**config.mk**
```make
export PLATFORM = sky130hd
export DESIGN_NAME = j5s_scan_ctrl
export DESIGN_NICKNAME = d
export VERILOG_FILES = /design/src/rtl/j5s_pkg.sv /design/src/rtl/j5s_scan_ctrl.sv
export SDC_FILE = /design/constraint.sdc
export NUM_CORES = 1
export LEC_CHECK = 0
export BUFFER_PORTS_ARGS = -buffer_cell sky130_fd_sc_hd__buf_4
export CORE_MARGIN = 2
export CORE_UTILIZATION = 25
export CTS_CLUSTER_SIZE = 25
export DETAILED_ROUTE_END_ITERATION = 16
export GPL_ROUTABILITY_DRIVEN = 0
export PLACE_DENSITY = 0.48
export SYNTH_ARGS = -nofsm -noshare
export SYNTH_HDL_FRONTEND = slang
export SYNTH_SLANG_ARGS = --single-unit
```
**constraint.sdc**
```tcl
create_clock -name clk -period 4 [get_ports clk]
set_input_delay 0.2 -clock clk [delete_from_list [all_inputs] [get_ports clk]]
set_output_delay 0.2 -clock clk [all_outputs]
set_load 0.01 [all_outputs]
```
**src/rtl/j5s_pkg.sv**
```systemverilog
`timescale 1ns / 1ps
// ----------------------------------------------------------------------------
// j5s_pkg: shared types and constants of the Jacobi 5-point stencil unit
// Widths, register indexes, the reciprocal used for the divide by five and
// the structs that pass between the scan control, line stores and averager.
// ----------------------------------------------------------------------------
package j5s_pkg;

    localparam int MAX_GRID    = 1024;
    localparam int COL_W       = $clog2(MAX_GRID);
    localparam int GRID_W      = 11;
    localparam int BORDER_W    = 9;
    localparam int DATA_W      = 16;
    localparam int CFG_DATA_W  = 11;
    localparam int CFG_INDEX_W = 1;

    // five 16-bit cells plus the rounding constant fit in 19 bits
    localparam int SUM_W       = DATA_W + 3;
    // floor(x / 5) == (x * RECIP_FIVE) >> RECIP_SHIFT for every x below 2**19
    localparam int RECIP_SHIFT = 21;
    localparam int RECIP_W     = 19;
    localparam logic [RECIP_W-1:0] RECIP_FIVE = 19'd419431;
    localparam int PROD_W      = SUM_W + RECIP_W;
    localparam logic [SUM_W-1:0] ROUND_HALF = 19'd2;

    typedef enum logic [CFG_INDEX_W-1:0] {
        REG_GRID_SIZE    = 1'b0,
        REG_BORDER_WIDTH = 1'b1
    } cfg_reg_e_t;

    // position of the cell being accepted and what it triggers
    typedef struct packed {
        logic [COL_W-1:0] col;
        logic [COL_W-1:0] col_right;
        logic             emit;
        logic             last;
    } scan_pos_t;

    // five cells of one stencil plus the end-of-frame flag
    typedef struct packed {
        logic [DATA_W-1:0] left;
        logic [DATA_W-1:0] centre;
        logic [DATA_W-1:0] right;
        logic [DATA_W-1:0] up;
        logic [DATA_W-1:0] down;
        logic              last;
    } stencil_t;

endpackage

```
**src/rtl/j5s_scan_ctrl.sv**
```systemverilog
`timescale 1ns / 1ps
// ----------------------------------------------------------------------------
// j5s_scan_ctrl: configuration registers and raster position counters
// Tracks row and column of the next cell, flags cells whose upper neighbour
// is an interior cell and marks the cell below the last interior cell of the frame.
// ----------------------------------------------------------------------------
module j5s_scan_ctrl (
    input  logic                             clk,
    input  logic                             rst_n,
    input  logic                             cfg_write,
    input  logic [j5s_pkg::CFG_INDEX_W-1:0]  cfg_index,
    input  logic [j5s_pkg::CFG_DATA_W-1:0]   cfg_data,
    input  logic                             accept,
    output j5s_pkg::scan_pos_t               pos
);
    import j5s_pkg::*;

    logic [GRID_W-1:0]   grid_reg, grid_next;
    logic [BORDER_W-1:0] border_reg, border_next;
    logic [COL_W-1:0]    row_reg, row_next;
    logic [COL_W-1:0]    col_reg, col_next;

    logic [GRID_W-1:0]   g_eff;
    logic [BORDER_W-1:0] b_eff;
    logic [GRID_W-1:0]   b_ext;
    logic [GRID_W-1:0]   twice_b;
    logic [GRID_W-1:0]   hi;
    logic [GRID_W-1:0]   col_ext;
    logic [GRID_W-1:0]   row_ext;
    logic [GRID_W-1:0]   col_inc;
    logic [GRID_W-1:0]   row_inc;
    logic                has_int;
    logic                col_in;
    logic                row_in;

    always_comb
    begin
        g_eff = grid_reg;
        if (grid_reg == '0)
        begin
            g_eff = GRID_W'(1);
        end
        else if (grid_reg > GRID_W'(MAX_GRID))
        begin
            g_eff = GRID_W'(MAX_GRID);
        end
        b_eff   = (border_reg == '0) ? BORDER_W'(1) : border_reg;
        b_ext   = {{(GRID_W-BORDER_W){1'b0}}, b_eff};
        twice_b = {{(GRID_W-BORDER_W-1){1'b0}}, b_eff, 1'b0};
        has_int = twice_b < g_eff;
        hi      = g_eff - b_ext;
        col_ext = {{(GRID_W-COL_W){1'b0}}, col_reg};
        row_ext = {{(GRID_W-COL_W){1'b0}}, row_reg};
        col_inc = col_ext + GRID_W'(1);
        row_inc = row_ext + GRID_W'(1);

        // the cell arriving now is the lower neighbour of row - 1
        col_in = (col_ext >= b_ext) && (col_ext < hi);
        row_in = (row_ext > b_ext) && (row_ext <= hi);

        pos.col       = col_reg;
        pos.col_right = col_inc[COL_W-1:0];
        pos.emit      = has_int && col_in && row_in;
        pos.last      = (row_ext == hi) && (col_inc == hi);
    end

    always_comb
    begin
        grid_next   = grid_reg;
        border_next = border_reg;
        row_next    = row_reg;
        col_next    = col_reg;
        if (cfg_write)
        begin
            case (cfg_reg_e_t'(cfg_index))
                REG_GRID_SIZE:    grid_next   = cfg_data[GRID_W-1:0];
                REG_BORDER_WIDTH: border_next = cfg_data[BORDER_W-1:0];
                default:          ;
            endcase
            // restart the frame
            row_next = '0;
            col_next = '0;
        end
        else if (accept)
        begin
            if (col_inc >= g_eff)
            begin
                col_next = '0;
                row_next = (row_inc >= g_eff) ? '0 : row_inc[COL_W-1:0];
            end
            else
            begin
                col_next = col_inc[COL_W-1:0];
            end
        end
    end

    always_ff @(posedge clk or negedge rst_n)
    begin
        if (!rst_n)
        begin
            grid_reg   <= GRID_W'(MAX_GRID);
            border_reg <= BORDER_W'(1);
            row_reg    <= '0;
            col_reg    <= '0;
        end
        else
        begin
            grid_reg   <= grid_next;
            border_reg <= border_next;
            row_reg    <= row_next;
            col_reg    <= col_next;
        end
    end

endmodule

```
==> flow_metrics.env <==
export IMPL_status="finished, violations left"
export IMPL_violations="negative setup slack"
export IMPL_synth_most_common_cell="ha_1"
export IMPL_start_util=0.2541
export IMPL_drv_slew=0
export IMPL_synthArstFlopShare=1.000
export IMPL_clk_latency_ps=300
export IMPL_grt_pass1_wl_um=20960
export IMPL_r2r_start="col_reg[1]$_DFFE_PN0P_"
export IMPL_largest_reg_flops=11
export IMPL_rsz0062_at_grt="yes"
export IMPL_critical_path_required_ps=3800
export IMPL_dp_hpwl_um=10610
export IMPL_ff2ff_setup_slack_ps=490
export IMPL_die_h_um=133.4
export IMPL_synth_area_leaders="dfrtp_1 (23%), ha_1 (22%), mux2_2 (4.8%)"
export IMPL_syn_area_um2=4184
export IMPL_clockRootBuffer="clkbuf_16"
export IMPL_via_count=3800
export IMPL_die_w_um=133.4
export IMPL_dp_cells=766
export IMPL_hp_class="input pin to register"
export IMPL_drt_iter0_markers=146
export IMPL_whs_ps=134.4
export IMPL_place_ws_ps=-105.1
export IMPL_cts_path_max_buffers=2
export IMPL_htreeDepth=2
export IMPL_n_antenna_cell=0
export IMPL_numCtsBuffers=5
export IMPL_skew_ps=8.702
export IMPL_ff2ff_path_depth=14
export IMPL_grt_overflow_total=0
export IMPL_ys_warn_count=0
export IMPL_yosys_top_cells_count="ha_1 (74), inv_1 (41), nand2_1 (41), dfrtp_1 (38), o21ai_0 (31)"
export IMPL_layout_nets=651
export IMPL_max_freq_ghz=0.2394
export IMPL_tightest_slew_ps=988.9
export IMPL_synth_edf_count=0
export IMPL_io_buffers=37
export IMPL_detail_route_antenna_nets=0
export IMPL_synthCells=483
export IMPL_crit_arrival_ps=3980
export IMPL_vdd_drop_max_v=0.0001677
export IMPL_worstSetupPathType="register to primary output"
export IMPL_clk_pin_slew_worst_paths_ps=60
export IMPL_io_pins=38
export IMPL_regToRegEndpoint="row_reg[7]$_DFFE_PN0P_"
export IMPL_finalWirelength_um=13000
export IMPL_drtPass1Iterations=4
export IMPL_antenna_found_initial=0
export IMPL_hold_viol=0
export IMPL_worstSetupStartpointType="register"
export IMPL_final_area_um2=5368
export IMPL_grt_start_max_net_pins=41
export IMPL_leakage_nw=2.691
export IMPL_drv_cap=0
export IMPL_synth_ff_type="dfrtp_1"
export IMPL_max_slew_margin=0.3394
export IMPL_grt_total_usage=0.1506
export IMPL_syn_num_nets=574
export IMPL_ys_seq_area_frac=0.2398
export IMPL_period_needed_ps=4176
export IMPL_ys_ff_latch=40
export IMPL_core_region_area_um2=16470
export IMPL_yosysTopAreaCellShare=0.2273
export IMPL_via_per_inst=4.872
export IMPL_grt_pass1_vias=3949
export IMPL_cts_tree="built"
export IMPL_setup_worst_path_start="grid_reg[10]$_DFFE_PN1P_"
export IMPL_crit_fanout=4
export IMPL_period_share=1.044
export IMPL_timing_final_ws_setup_ps=-176.4
export IMPL_power_mw=2.183
export IMPL_cts_sinks=40
export IMPL_die_area_um2=17790
export IMPL_drc=0
export IMPL_detailed_place_area_um2=5001
export IMPL_wire_per_inst_um=16.67
export IMPL_setup_viol=1
export IMPL_stdcell_count=780
export IMPL_cp_end_kind="primary output"
export IMPL_cellPowerDensity_nw_per_um2=406.8
export IMPL_syn_to_final_growth_pct=28.29
export IMPL_crit_end="pos[1]"
export IMPL_row_count=47
export IMPL_tns_ps=-176.4
export IMPL_synthDistinctLibCells=57
export IMPL_drive_above_1_share=0.2750
export IMPL_postSynthAreaPerCell_um2=8.663
export IMPL_yosysTopAreaCell="dfrtp_1"
export IMPL_post_route_util=0.3260
-- kinds of logic (layout without fill, tap and decap cells) --
logic type,Yosys count,count (layout),synth area share
buf+inv,60,137,0.05502
simple gates,131,131,0.1525
mux,22,22,0.05801
compound gates,120,120,0.1938
xor+xnor,32,32,0.06699
flops,40,40,0.2398
fa+ha+maj,78,78,0.2339
-- layer usage --
| metal | vias up | wire length [um] | GRT usage |
|---|---|---|---|
| li1 | 1892 | - | - |
| met4 | 0 | 233 | 0.03783 |
| met3 | 20 | 562 | 0.02702 |
| met5 | - | 0 | 0 |
| met2 | 67 | 5905 | 0.2517 |
| met1 | 1821 | 6301 | 0.2015 |
-- worst min path at each step --
stage	endpoint	start	slack, ps	depth (start not counted)
CTS	grid_reg[0]$_DFFE_PN0P_	cfg_data[0]	130	3
global placement	col_reg[1]$_DFFE_PN0P_	rst_n	220	1
finish	grid_reg[0]$_DFFE_PN0P_	cfg_data[0]	130	3
floorplan	border_reg[1]$_DFFE_PN0P_	rst_n	-100	0
detailed placement	col_reg[1]$_DFFE_PN0P_	rst_n	230	1
global route	border_reg[5]$_DFFE_PN0P_	cfg_data[5]	140	2
-- repair_timing --
action,CTS,global route
hold buffers,1,0
pin swaps,18,20
endpoints found under the hold margin,38,0
setup buffers,2,4
gates cloned,0,0
gates resized for setup,23,17
setup endpoints to repair,2,2
-- worst max-delay path: stages (launching register included) --
cell and delay, ps:
dfstp_2 540, clkinv_2 90, nand2_1 130, inv_1 70, ha_1 320, a21o_1 190, a21oi_1 210, and2_4 180
inv_1 30, a31oi_1 190, xor2_1 120, buf_4 150, buf_4 130, ha_1 170, maj3_2 300, maj3_2 310
a41o_1 210, a211oi_2 190, buf_4 150
-- cell usage in the layout (no fill, tap or decap), types with 3 or more instances in the layout --
cell / n
buf_4: 87
ha_1: 71
nand2_1: 39
inv_1: 38
dfrtp_1: 38
o21ai_0: 27
nor2_1: 23
nand3_1: 19
a21o_1: 19
a21oi_1: 19
mux2_2: 18
xor2_1: 16
xnor2_1: 13
nand4_1: 7
nand2b_1: 7
a211oi_1: 7
and3_1: 6
a21oi_2: 5
nor3_1: 5
nor2b_1: 5
o21a_1: 5
a22o_1: 5
clkbuf_16: 5
inv_2: 3
nor4_2: 3
o21ai_1: 3
o31ai_1: 3
mux2i_1: 3
ha_4: 3
-- power by group --
part           switching (mW)  internal, mW  leakage, nW  total, mW
clock network           0.186         0.227       0.0657      0.413
logic                   0.670         0.603         2.12       1.27
registers              0.0480         0.449        0.508      0.497
-- final cells by class --
class / instances / area (um^2)
fillers: 1761 / 11100
clock buffers: 5 / 125.1
repair buffers: 88 / 663.1
flip-flops and latches: 40 / 1003
multi-input cells: 383 / 3129
well taps: 220 / 275.3
clock inverters: 2 / 12.51
inverters: 42 / 158.9
Power figures use the tool's default switching activity.
