<file path="src/rtl/j5s_pkg.sv">
`timescale 1ns / 1ps
// ----------------------------------------------------------------------------
// j5s_pkg: shared types and constants of the Jacobi 5-point stencil unit
// Widths, register indexes, the reciprocal used for the divide by five and
// the structs that pass between the scan control, line stores and averager.
// ----------------------------------------------------------------------------
package j5s_pkg;

    localparam int MAX_GRID    = 1024;
    localparam int COL_W       = $clog2(MAX_GRID);
    localparam int GRID_W      = 11;
    localparam int BORDER_W    = 9;
    localparam int DATA_W      = 16;
    localparam int CFG_DATA_W  = 11;
    localparam int CFG_INDEX_W = 1;

    // five 16-bit cells plus the rounding constant fit in 19 bits
    localparam int SUM_W       = DATA_W + 3;
    // floor(x / 5) == (x * RECIP_FIVE) >> RECIP_SHIFT for every x below 2**19
    localparam int RECIP_SHIFT = 21;
    localparam int RECIP_W     = 19;
    localparam logic [RECIP_W-1:0] RECIP_FIVE = 19'd419431;
    localparam int PROD_W      = SUM_W + RECIP_W;
    localparam logic [SUM_W-1:0] ROUND_HALF = 19'd2;

    typedef enum logic [CFG_INDEX_W-1:0] {
        REG_GRID_SIZE    = 1'b0,
        REG_BORDER_WIDTH = 1'b1
    } cfg_reg_e_t;

    // position of the cell being accepted and what it triggers
    typedef struct packed {
        logic [COL_W-1:0] col;
        logic [COL_W-1:0] col_right;
        logic             emit;
        logic             last;
    } scan_pos_t;

    // five cells of one stencil plus the end-of-frame flag
    typedef struct packed {
        logic [DATA_W-1:0] left;
        logic [DATA_W-1:0] centre;
        logic [DATA_W-1:0] right;
        logic [DATA_W-1:0] up;
        logic [DATA_W-1:0] down;
        logic              last;
    } stencil_t;

endpackage

</file>
<file path="src/rtl/j5s_avg_pipe.sv">
`timescale 1ns / 1ps
// ----------------------------------------------------------------------------
// j5s_avg_pipe: rounded average of five cells
// Stage one sums the cells with the rounding offset, stage two multiplies by
// the reciprocal of five into the output register.
// ----------------------------------------------------------------------------
module j5s_avg_pipe (
    input  logic                          clk,
    input  logic                          rst_n,
    input  logic                          sten_valid,
    output logic                          sten_ready,
    input  j5s_pkg::stencil_t             sten,
    output logic                          result_valid,
    input  logic                          result_stall,
    output logic [j5s_pkg::DATA_W-1:0]    new_value,
    output logic                          last_cell
);
    import j5s_pkg::*;

    logic              s2_valid_reg, s2_valid_next;
    logic [SUM_W-1:0]  s2_sum_reg;
    logic              s2_last_reg;
    logic              out_valid_reg, out_valid_next;
    logic [DATA_W-1:0] out_value_reg;
    logic              out_last_reg;
    logic              out_en;
    logic              s2_en;
    logic [SUM_W-1:0]  sum;
    logic [PROD_W-1:0] prod;

    assign out_en     = !out_valid_reg || !result_stall;
    assign s2_en      = !s2_valid_reg || out_en;
    assign sten_ready = s2_en;

    always_comb
    begin
        sum = SUM_W'(sten.left) + SUM_W'(sten.centre) + SUM_W'(sten.right)
            + SUM_W'(sten.up) + SUM_W'(sten.down) + ROUND_HALF;
        prod = PROD_W'(s2_sum_reg) * PROD_W'(RECIP_FIVE);

        s2_valid_next  = s2_valid_reg;
        out_valid_next = out_valid_reg;
        if (s2_en)
        begin
            s2_valid_next = sten_valid;
        end
        if (out_en)
        begin
            out_valid_next = s2_valid_reg;
        end
    end

    always_ff @(posedge clk)
    begin
        if (s2_en && sten_valid)
        begin
            s2_sum_reg  <= sum;
            s2_last_reg <= sten.last;
        end
        if (out_en && s2_valid_reg)
        begin
            out_value_reg <= prod[RECIP_SHIFT +: DATA_W];
            out_last_reg  <= s2_last_reg;
        end
    end

    always_ff @(posedge clk or negedge rst_n)
    begin
        if (!rst_n)
        begin
            s2_valid_reg  <= 1'b0;
            out_valid_reg <= 1'b0;
        end
        else
        begin
            s2_valid_reg  <= s2_valid_next;
            out_valid_reg <= out_valid_next;
        end
    end

    assign result_valid = out_valid_reg;
    assign new_value    = out_value_reg;
    assign last_cell    = out_last_reg;

endmodule

</file>
<file path="config.mk">
export PLATFORM = sky130hd
export DESIGN_NAME = j5s_avg_pipe
export DESIGN_NICKNAME = d
export VERILOG_FILES = /design/src/rtl/j5s_pkg.sv /design/src/rtl/j5s_avg_pipe.sv
export SDC_FILE = /design/constraint.sdc
export NUM_CORES = 1
export LEC_CHECK = 0
export ABC_AREA = 1
export BUFFER_PORTS_ARGS = -buffer_cell sky130_fd_sc_hd__buf_4
export CORE_MARGIN = 2
export CORE_UTILIZATION = 65
export DETAILED_ROUTE_END_ITERATION = 10
export PLACE_DENSITY = 0.95
export SLEW_MARGIN = 20
export SYNTH_ARGS = -nofsm -noshare
export SYNTH_HDL_FRONTEND = slang
export SYNTH_SLANG_ARGS = --single-unit
</file>
<file path="constraint.sdc">
create_clock -name clk -period 7.95 [get_ports clk]
set_input_delay 0.3975 -clock clk [delete_from_list [all_inputs] [get_ports clk]]
set_output_delay 0.3975 -clock clk [all_outputs]
set_load 0.01 [all_outputs]
</file>
==> summary.md, run 1 <==
| Metric | Value |
|---|---|
| Fin crit share | `a little over two thirds` |
| Max-slew headroom | `40.88%` |
| Inserted Clock Buffers | `5` |
| Distinct cells, synth | `33` |
| Vias per Instance | `around 5.6` |
| Area of the core | `between 0.015 and 0.02 mm^2` |
| Ys async rst share | `5.128%` |
| CTS Root Cell | `clkbuf_16` |
| Worst path bufs/invs | `2` |
| Crit. path cell count | `19` |
| RSZ-0062 raised after global routing | `false` |
| Post-DP HPWL | `21.69 mm` |
| CTS sink cnt | `39` |
| Leading cell type by number of instances after synthesis | `inv_1` |
| Post-synth top flop | `edfxtp_1` |
| DR DRC count | `0` |
| Diode count | `0` |
| Routed length per instance | `18.02 um` |
| FF-to-FF path depth | `19` |
| Number of nets still failing antenna checks after routing | `0` |
| Post-Layout Cell Count | `approximately 1400` |
| Top cells by count, synth | `inv_1, fa_1, ha_1` |
| First drt pass iteration count | `5` |
| CTS tree | `done` |
| Syn. warnings | `0` |
| Synth area leader | `fa_1` |
| Slew @ Worst Pin | `just under 900 ps` |
| Max reg flops | `19` |
| Area delta synth->final | `12.05%` |
| Status | `completed` |
| Initial antenna violation count | `0` |
| #FFs+latches synth | `39` |
| Mapped Nets | `around 1500` |
| Synth area leaders | `fa_1, ha_1, edfxtp_1, inv_1, nand2_1` |
| Critical path cell sequence | `ha_1 -> xor2_1 -> ha_1 -> or2_2 -> fa_1 -> fa_1 -> fa_1 -> inv_1 -> fa_1 -> inv_1 -> ha_1 -> a21oi_1 -> o21ai_0 -> a21oi_1 -> nor2_1 -> nor3_1 -> nand2_1 -> nand2_1 -> nand2_1` |
| Seq/Total Area, Yosys | `between 10% and 20%` |
| Syn avg cell area | `9.258 um^2` |
| Slowest-stage cell, CP | `fa_1` |
| Top cell type's share of synthesized area | `a little over a third` |
| Post-CTS Setup Bufs | `0` |
| Vias in the first global route | `roughly 8600` |
| Multi-input logic area | `0.007734 mm^2` |
| Clock transition at the registers of the reported paths | `70 ps` |
| Number of max-cap violations | `0` |
| Congestion Overflow GR | `0` |
| Startpoint Class | `register` |
| Post-route setup TNS | `0 ps` |
| Kind of critical path | `reg -> reg` |
| Starting Density | `about two thirds` |
| Final wirelength | `24.73 mm` |
| Final setup viols | `0` |
| Initial DRC count | `505` |
| Num rows | `45` |
| FILL cells | `between 1000 and 1500` |
| CP most frequent cell | `fa_1` |
| Htree depth | `2` |
| Die Y | `about 130 um` |
| Final hold vios | `0` |
| Min-Delay Path Class | `in -> reg` |
| Worst EP arrival | `5670 ps` |
| Die ar. | `roughly 0.016 mm^2` |
| Fmax | `178.2 MHz` |
| Die Width | `127.5 um` |
| Number of synthesized flops with an enable pin | `37` |
| Share of layout cells above drive strength 1 | `a little over a tenth` |
| Area taken by flip-flops and latches | `about 0.0012 mm^2` |
| Clk_lat worst skew | `roughly 310 ps` |
| Final GP Congestion | `1.016` |
| Crit path largest cell delay | `between 500 and 600 ps` |
| Layout Nets | `about 1600` |
| Minimum clock period | `~5600 ps` |
| Fin Clk Skew | `between 10 and 15 ps` |
| Slew Limit Fails | `0` |
| Maximum clock insertion buffer count | `2` |
| Critical Path End Type | `register` |
| Worst Path Required | `8010 ps` |
| Num ports | `104` |
| Crit path max-delay family | `adder cells` |
| I/O Buffers | `around 100` |
| DR vias | `between 7000 and 8000` |
| Max FO, Critical Path | `7` |
| # placed instances | `between 1000 and 1500` |
| Hold depth | `1` |
| Synth Instances | `1071` |
| First-pass GRT wire length | `41.01 mm` |
| Synthesized cell area | `~0.0099 mm^2` |
| Largest net degree at the start of global routing | `21` |
| Total global-route track usage | `around a third` |
-- cells by family (layout without fill, tap and decap cells) --
logic type / count (synthesis) / count (layout) / share of synthesized area (%)
AO/OA/AOI/OAI: 108 / 108 / 6.196
XOR/XNOR: 32 / 32 / 2.827
adder cells (fa/ha/maj): 351 / 351 / 57.62
buffers and inverters: 272 / 385 / 10.30
flip-flops: 39 / 39 / 11.71
AND/OR/NAND/NOR: 269 / 269 / 11.36
-- through the flow --
step	utilization (%)	cell area [um^2]	setup WS, ps	hold WS [ps]
floorplan	-	9916	3079	101.9
global placement	72.72	10930	2558	180.9
detailed placement	72.72	10930	2495	182.0
CTS	73.91	11110	2429	264.7
global route	73.91	11110	2132	267.3
finish	73.91	11110	2337	268.2
-- per-layer routing --
| layer | up-vias | wire [um] | GRT usage (%) | part of all wire [%] |
|---|---|---|---|---|
| met5 | - | 0 | 0 | 0 |
| met4 | 0 | 1282 | 15.84 | 5.2 |
| met3 | 95 | 1506 | 5.193 | 6.1 |
| met2 | 342 | 12430 | 58.01 | 50 |
| met1 | 3732 | 9507 | 38.19 | 38 |
| li1 | 3567 | - | - | - |
-- path summary, 6_finish.rpt --
kind / startpoint / to / slack, ps
max: s2_sum_reg[2] / new_value[9] / 2340
min: sten[0] / s2_last_reg / 270
max reg2reg: s2_sum_reg[2] / new_value[9] / 2340
min reg2reg: s2_last_reg / last_cell / 450
max in group asynchronous: rst_n / result_valid / 7450
min in group asynchronous: rst_n / s2_valid_reg / 410
-- placed cells by master, fill, tap and decap left out, types with 2 or more instances in the layout --
| cell | count |
|---|---|
| a21o_1 | 9 |
| a21oi_1 | 58 |
| buf_4 | 104 |
| clkbuf_16 | 5 |
| dfrtp_1 | 2 |
| edfxtp_1 | 37 |
| fa_1 | 176 |
| ha_1 | 175 |
| inv_1 | 272 |
| nand2_1 | 147 |
| nand2_2 | 4 |
| nand3_1 | 29 |
| nand3b_1 | 3 |
| nand4_1 | 6 |
| nor2_1 | 60 |
| nor3_1 | 13 |
| o21a_1 | 5 |
| o21ai_0 | 20 |
| o21ai_1 | 3 |
| o21bai_1 | 3 |
| o311ai_0 | 2 |
| o31ai_1 | 2 |
| or2_2 | 3 |
| xnor2_1 | 9 |
| xor2_1 | 23 |
-- repair_timing --
action,in CTS,in global routing
hold buffers,1,0
resized for setup,0,0
hold endpoints to repair,2,0
-- cell type report --
cell class | instances | area share [%]
inverters | 272 | 9.189
flip-flops and latches | 39 | 10.45
well taps | 188 | 2.117
repair buffers | 105 | 7.117
clock buffers | 5 | 1.126
clock inverters | 3 | 0.3941
multi-input cells | 760 | 69.61
Power of run 1 is left out: the tool's default activity adds up to more than one toggle a clock period on the data nets, which glitch-free logic cannot reach.
==> inputs of run 2 (changes only) <==
--- a/config.mk
+++ b/config.mk
@@ -5,12 +5,12 @@
 export SDC_FILE = /design/constraint.sdc
 export NUM_CORES = 1
 export LEC_CHECK = 0
-export ABC_AREA = 1
+export ABC_AREA = 0
 export BUFFER_PORTS_ARGS = -buffer_cell sky130_fd_sc_hd__buf_4
 export CORE_MARGIN = 2
-export CORE_UTILIZATION = 65
+export CORE_UTILIZATION = 56
 export DETAILED_ROUTE_END_ITERATION = 10
-export PLACE_DENSITY = 0.95
+export PLACE_DENSITY = 0.88
 export SLEW_MARGIN = 20
 export SYNTH_ARGS = -nofsm -noshare
 export SYNTH_HDL_FRONTEND = slang
==> constraint.sdc (replaced) <==
create_clock -name clk -period 4.7 [get_ports clk]
set_input_delay 0.235 -clock clk [delete_from_list [all_inputs] [get_ports clk]]
set_output_delay 0.235 -clock clk [all_outputs]
set_load 0.01 [all_outputs]
==> run 2 against run 1 <==
Against the previous run: the flow now finishes with violations (setup timing); wire length rose by 12%; hold slack lost 170 ps; synthesized cell count is 16% lower; global-route usage shrank 1.2 points; count of clock-buffer cells in the layout unchanged; critical path depth up 1; first-iteration DRC count is 13% higher; non-clock buffer count up 172; final cell count is 2.1% higher; sequential cell count unchanged; clock skew is 6.5 ps higher; register-to-register slack worse by 3200 ps; critical path type unchanged.
==> summary.md, run 2 <==
| Metric | Value |
|---|---|
| Status | `complete, but fails checks` |
| Failing checks | `setup timing` |
| CTS Root Cell | `clkbuf_16` |
| Distinct cells, synth | `55 (+67%)` |
| Min-Delay Path Class | `in -> reg` |
| Startpoint Class | `register` |
| Synth Instances | `903 (-16%)` |
| Mapped Nets | `1339 (-11%)` |
| Crit path from | `s2_sum_reg[16]` |
| DR DRC count | `0 (unchanged)` |
| Num ports | `104 (unchanged)` |
| Fin crit share | `118.4% (+48 points)` |
| Final hold vios | `0 (unchanged)` |
| Clock transition at the registers of the reported paths | `80 ps (about the same)` |
| Fin Clk Skew | `17.88 ps (+6.527 ps)` |
| Minimum clock period | `5564 ps (-48.91 ps)` |
| First-pass GRT wire length | `43.57 mm (+6.2%)` |
| Final GP Congestion | `1.023 (+0.71%)` |
| Die ar. | `0.01812 mm^2 (+11%)` |
| Htree depth | `2 (unchanged)` |
| Syn. warnings | `0 (unchanged)` |
| Maximum clock insertion buffer count | `2 (unchanged)` |
| Number of max-cap violations | `0 (unchanged)` |
| Largest net degree at the start of global routing | `21 (unchanged)` |
| Leading cell type by number of instances after synthesis | `inv_1` |
| Top cells by count, synth | `inv_1, fa_1, ha_1` |
| Vias per Instance | `5.650 (+0.21%)` |
| Final Instance Area | `0.01282 mm^2 (+15%)` |
| Post-route setup TNS | `-10140 ps (-10140 ps)` |
| Min-delay src | `sten[0]` |
| Most frequent cells in the layout | `buf_4, inv_1, fa_1, ha_1, edfxtp_1` |
| Inserted Clock Buffers | `5 (unchanged)` |
| Routed length per instance | `19.85 um (+10%)` |
| Fmax | `179.7 MHz (+0.88%)` |
| Initial antenna violation count | `0 (unchanged)` |
| Slew @ Worst Pin | `981.2 ps (+95.29 ps)` |
| Share of layout cells above drive strength 1 | `33.45% (+23 points)` |
| Slew Limit Fails | `0 (unchanged)` |
| Final wirelength | `27.82 mm (+12%)` |
| Kind of critical path | `reg -> reg` |
| Worst Path Required | `4750 ps (-3260 ps)` |
| #FFs+latches synth | `39 (unchanged)` |
| Number of nets still failing antenna checks after routing | `0 (unchanged)` |
| Max reg flops | `19 (unchanged)` |
| Clk_lat worst skew | `310 ps (about the same)` |
| Synth area leader | `fa_1` |
| Worst R2R Start | `s2_sum_reg[16]` |
| I/O Buffers | `103 (unchanged)` |
| Die Width | `134.6 um (+5.6%)` |
| Congestion Overflow GR | `0 (unchanged)` |
| Post-synth top flop | `edfxtp_1` |
| Post-DP HPWL | `21.91 mm (+1.0%)` |
| Max FO, Critical Path | `6 (-1)` |
| Vias in the first global route | `8913 (+3.6%)` |
| Top cell type's share of synthesized area | `36.88% (+1.3 points)` |
| RSZ-0062 raised after global routing | `true` |
| Starting Density | `57.41% (-8.6 points)` |
| Max-slew headroom | `34.59% (-6.3 points)` |
| Ys async rst share | `5.128% (unchanged)` |
| Syn avg cell area | `10.58 um^2 (+14%)` |
| Diode count | `0 (unchanged)` |
| Leading cell type in the layout, fill and taps excluded | `buf_4` |
| DR vias | `7916 (+2.3%)` |
| Layout Nets | `1616 (-0.19%)` |
| Critical Path End Type | `register` |
| Synth area leaders | `fa_1, ha_1, edfxtp_1, inv_1, xor2_1` |
| Worst EP arrival | `5610 ps (-60 ps)` |
| Num rows | `47 (+4.4%)` |
| CTS sink cnt | `39 (unchanged)` |
| Final setup viols | `16 (+16)` |
| Number of synthesized flops with an enable pin | `37 (unchanged)` |
| CTS tree | `done` |
| Initial DRC count | `569 (+13%)` |
| Area of the core | `0.01664 mm^2 (+11%)` |
| Total global-route track usage | `31.33% (-1.2 points)` |
| Synthesized cell area | `0.009554 mm^2 (-3.6%)` |
| Worst setup margin | `-863.9 ps (-3201 ps)` |
| Core Util, Final | `77.04% (+3.1 points)` |
| First drt pass iteration count | `5 (unchanged)` |
| Area after DPL | `0.01217 mm^2 (+11%)` |
| Area delta synth->final | `34.19%` |
| Seq/Total Area, Yosys | `12.15% (+0.44 points)` |
| Die Y | `134.6 um (+5.6%)` |
-- run 2: critical path, cell delays in order (launching register included) --
cell	delay, ps
edfxtp_1	490
ha_4	270
fa_1	510
inv_1	60
fa_1	520
inv_2	50
fa_1	530
fa_1	550
inv_1	50
fa_1	500
inv_2	50
ha_4	300
a21oi_2	80
buf_4	140
a31oi_2	230
nor2_1	90
nor2_2	180
a21oi_2	90
o41ai_2	340
buf_4	180
xnor2_2	70
-- run 2: path summary, 6_finish.rpt --
path                                 end  slack [ps]  cells past startpoint
max                        new_value[15]        -860                     20
min                          s2_last_reg         100                      1
max reg2reg                new_value[15]        -860                     20
min reg2reg                    last_cell         430                      0
max in group asynchronous   s2_valid_reg        4370                      2
min in group asynchronous   result_valid         240                      2
-- run 2: cell families after synthesis --
group	after synthesis	synth area share, %
and+or+nand+nor	111	6.129
adders and majority gates	351	59.80
muxes	1	0.1048
xor gates and xnor gates	43	3.942
buffers and inverters	230	9.075
DFF	39	12.15
AOI/OAI and AO/OA	128	8.801
-- run 2: final cells by class --
class                   instances  area [um^2]
inverters                     223        837.1
fillers                       922         3821
flip-flops and latches         39         1161
clock inverters                 3        43.79
multi-input cells             634         8270
well taps                     220        275.3
clock buffers                   5        125.1
repair buffers                277         2108
-- run 2: metrics by stage --
stage               hold WS [ps]  setup slack (ps)  cells
floorplan                 -60.59            -576.6    903
global placement           17.41            -698.1   1375
detailed placement         20.06            -820.6   1375
CTS                        95.87            -667.1   1397
global route               94.11            -907.0   1401
finish                     95.59            -863.9   1401
-- run 2: routing by layer --
metal  GRT usage, %  vias to the layer above  share of wire (%)  wire [um]
met5              0                        -                  0          0
met4          17.31                        0                6.5       1812
met3          5.105                      141                5.8       1612
met2          56.89                      395                 50      14040
met1          35.07                     3877                 37      10350
li1               -                     3503                  -          -
-- run 2: timing repair --
| action | 4_1_cts | 5_1_grt |
|---|---|---|
| endpoints found under the setup margin | 16 | 16 |
| hold endpoints to repair | 2 | 0 |
| buffers inserted | 14 | 5 |
| pin swaps | 31 | 25 |
| resized for setup | 41 | 41 |
| hold buffers | 1 | 0 |
Power of run 2 is left out for the same reason.
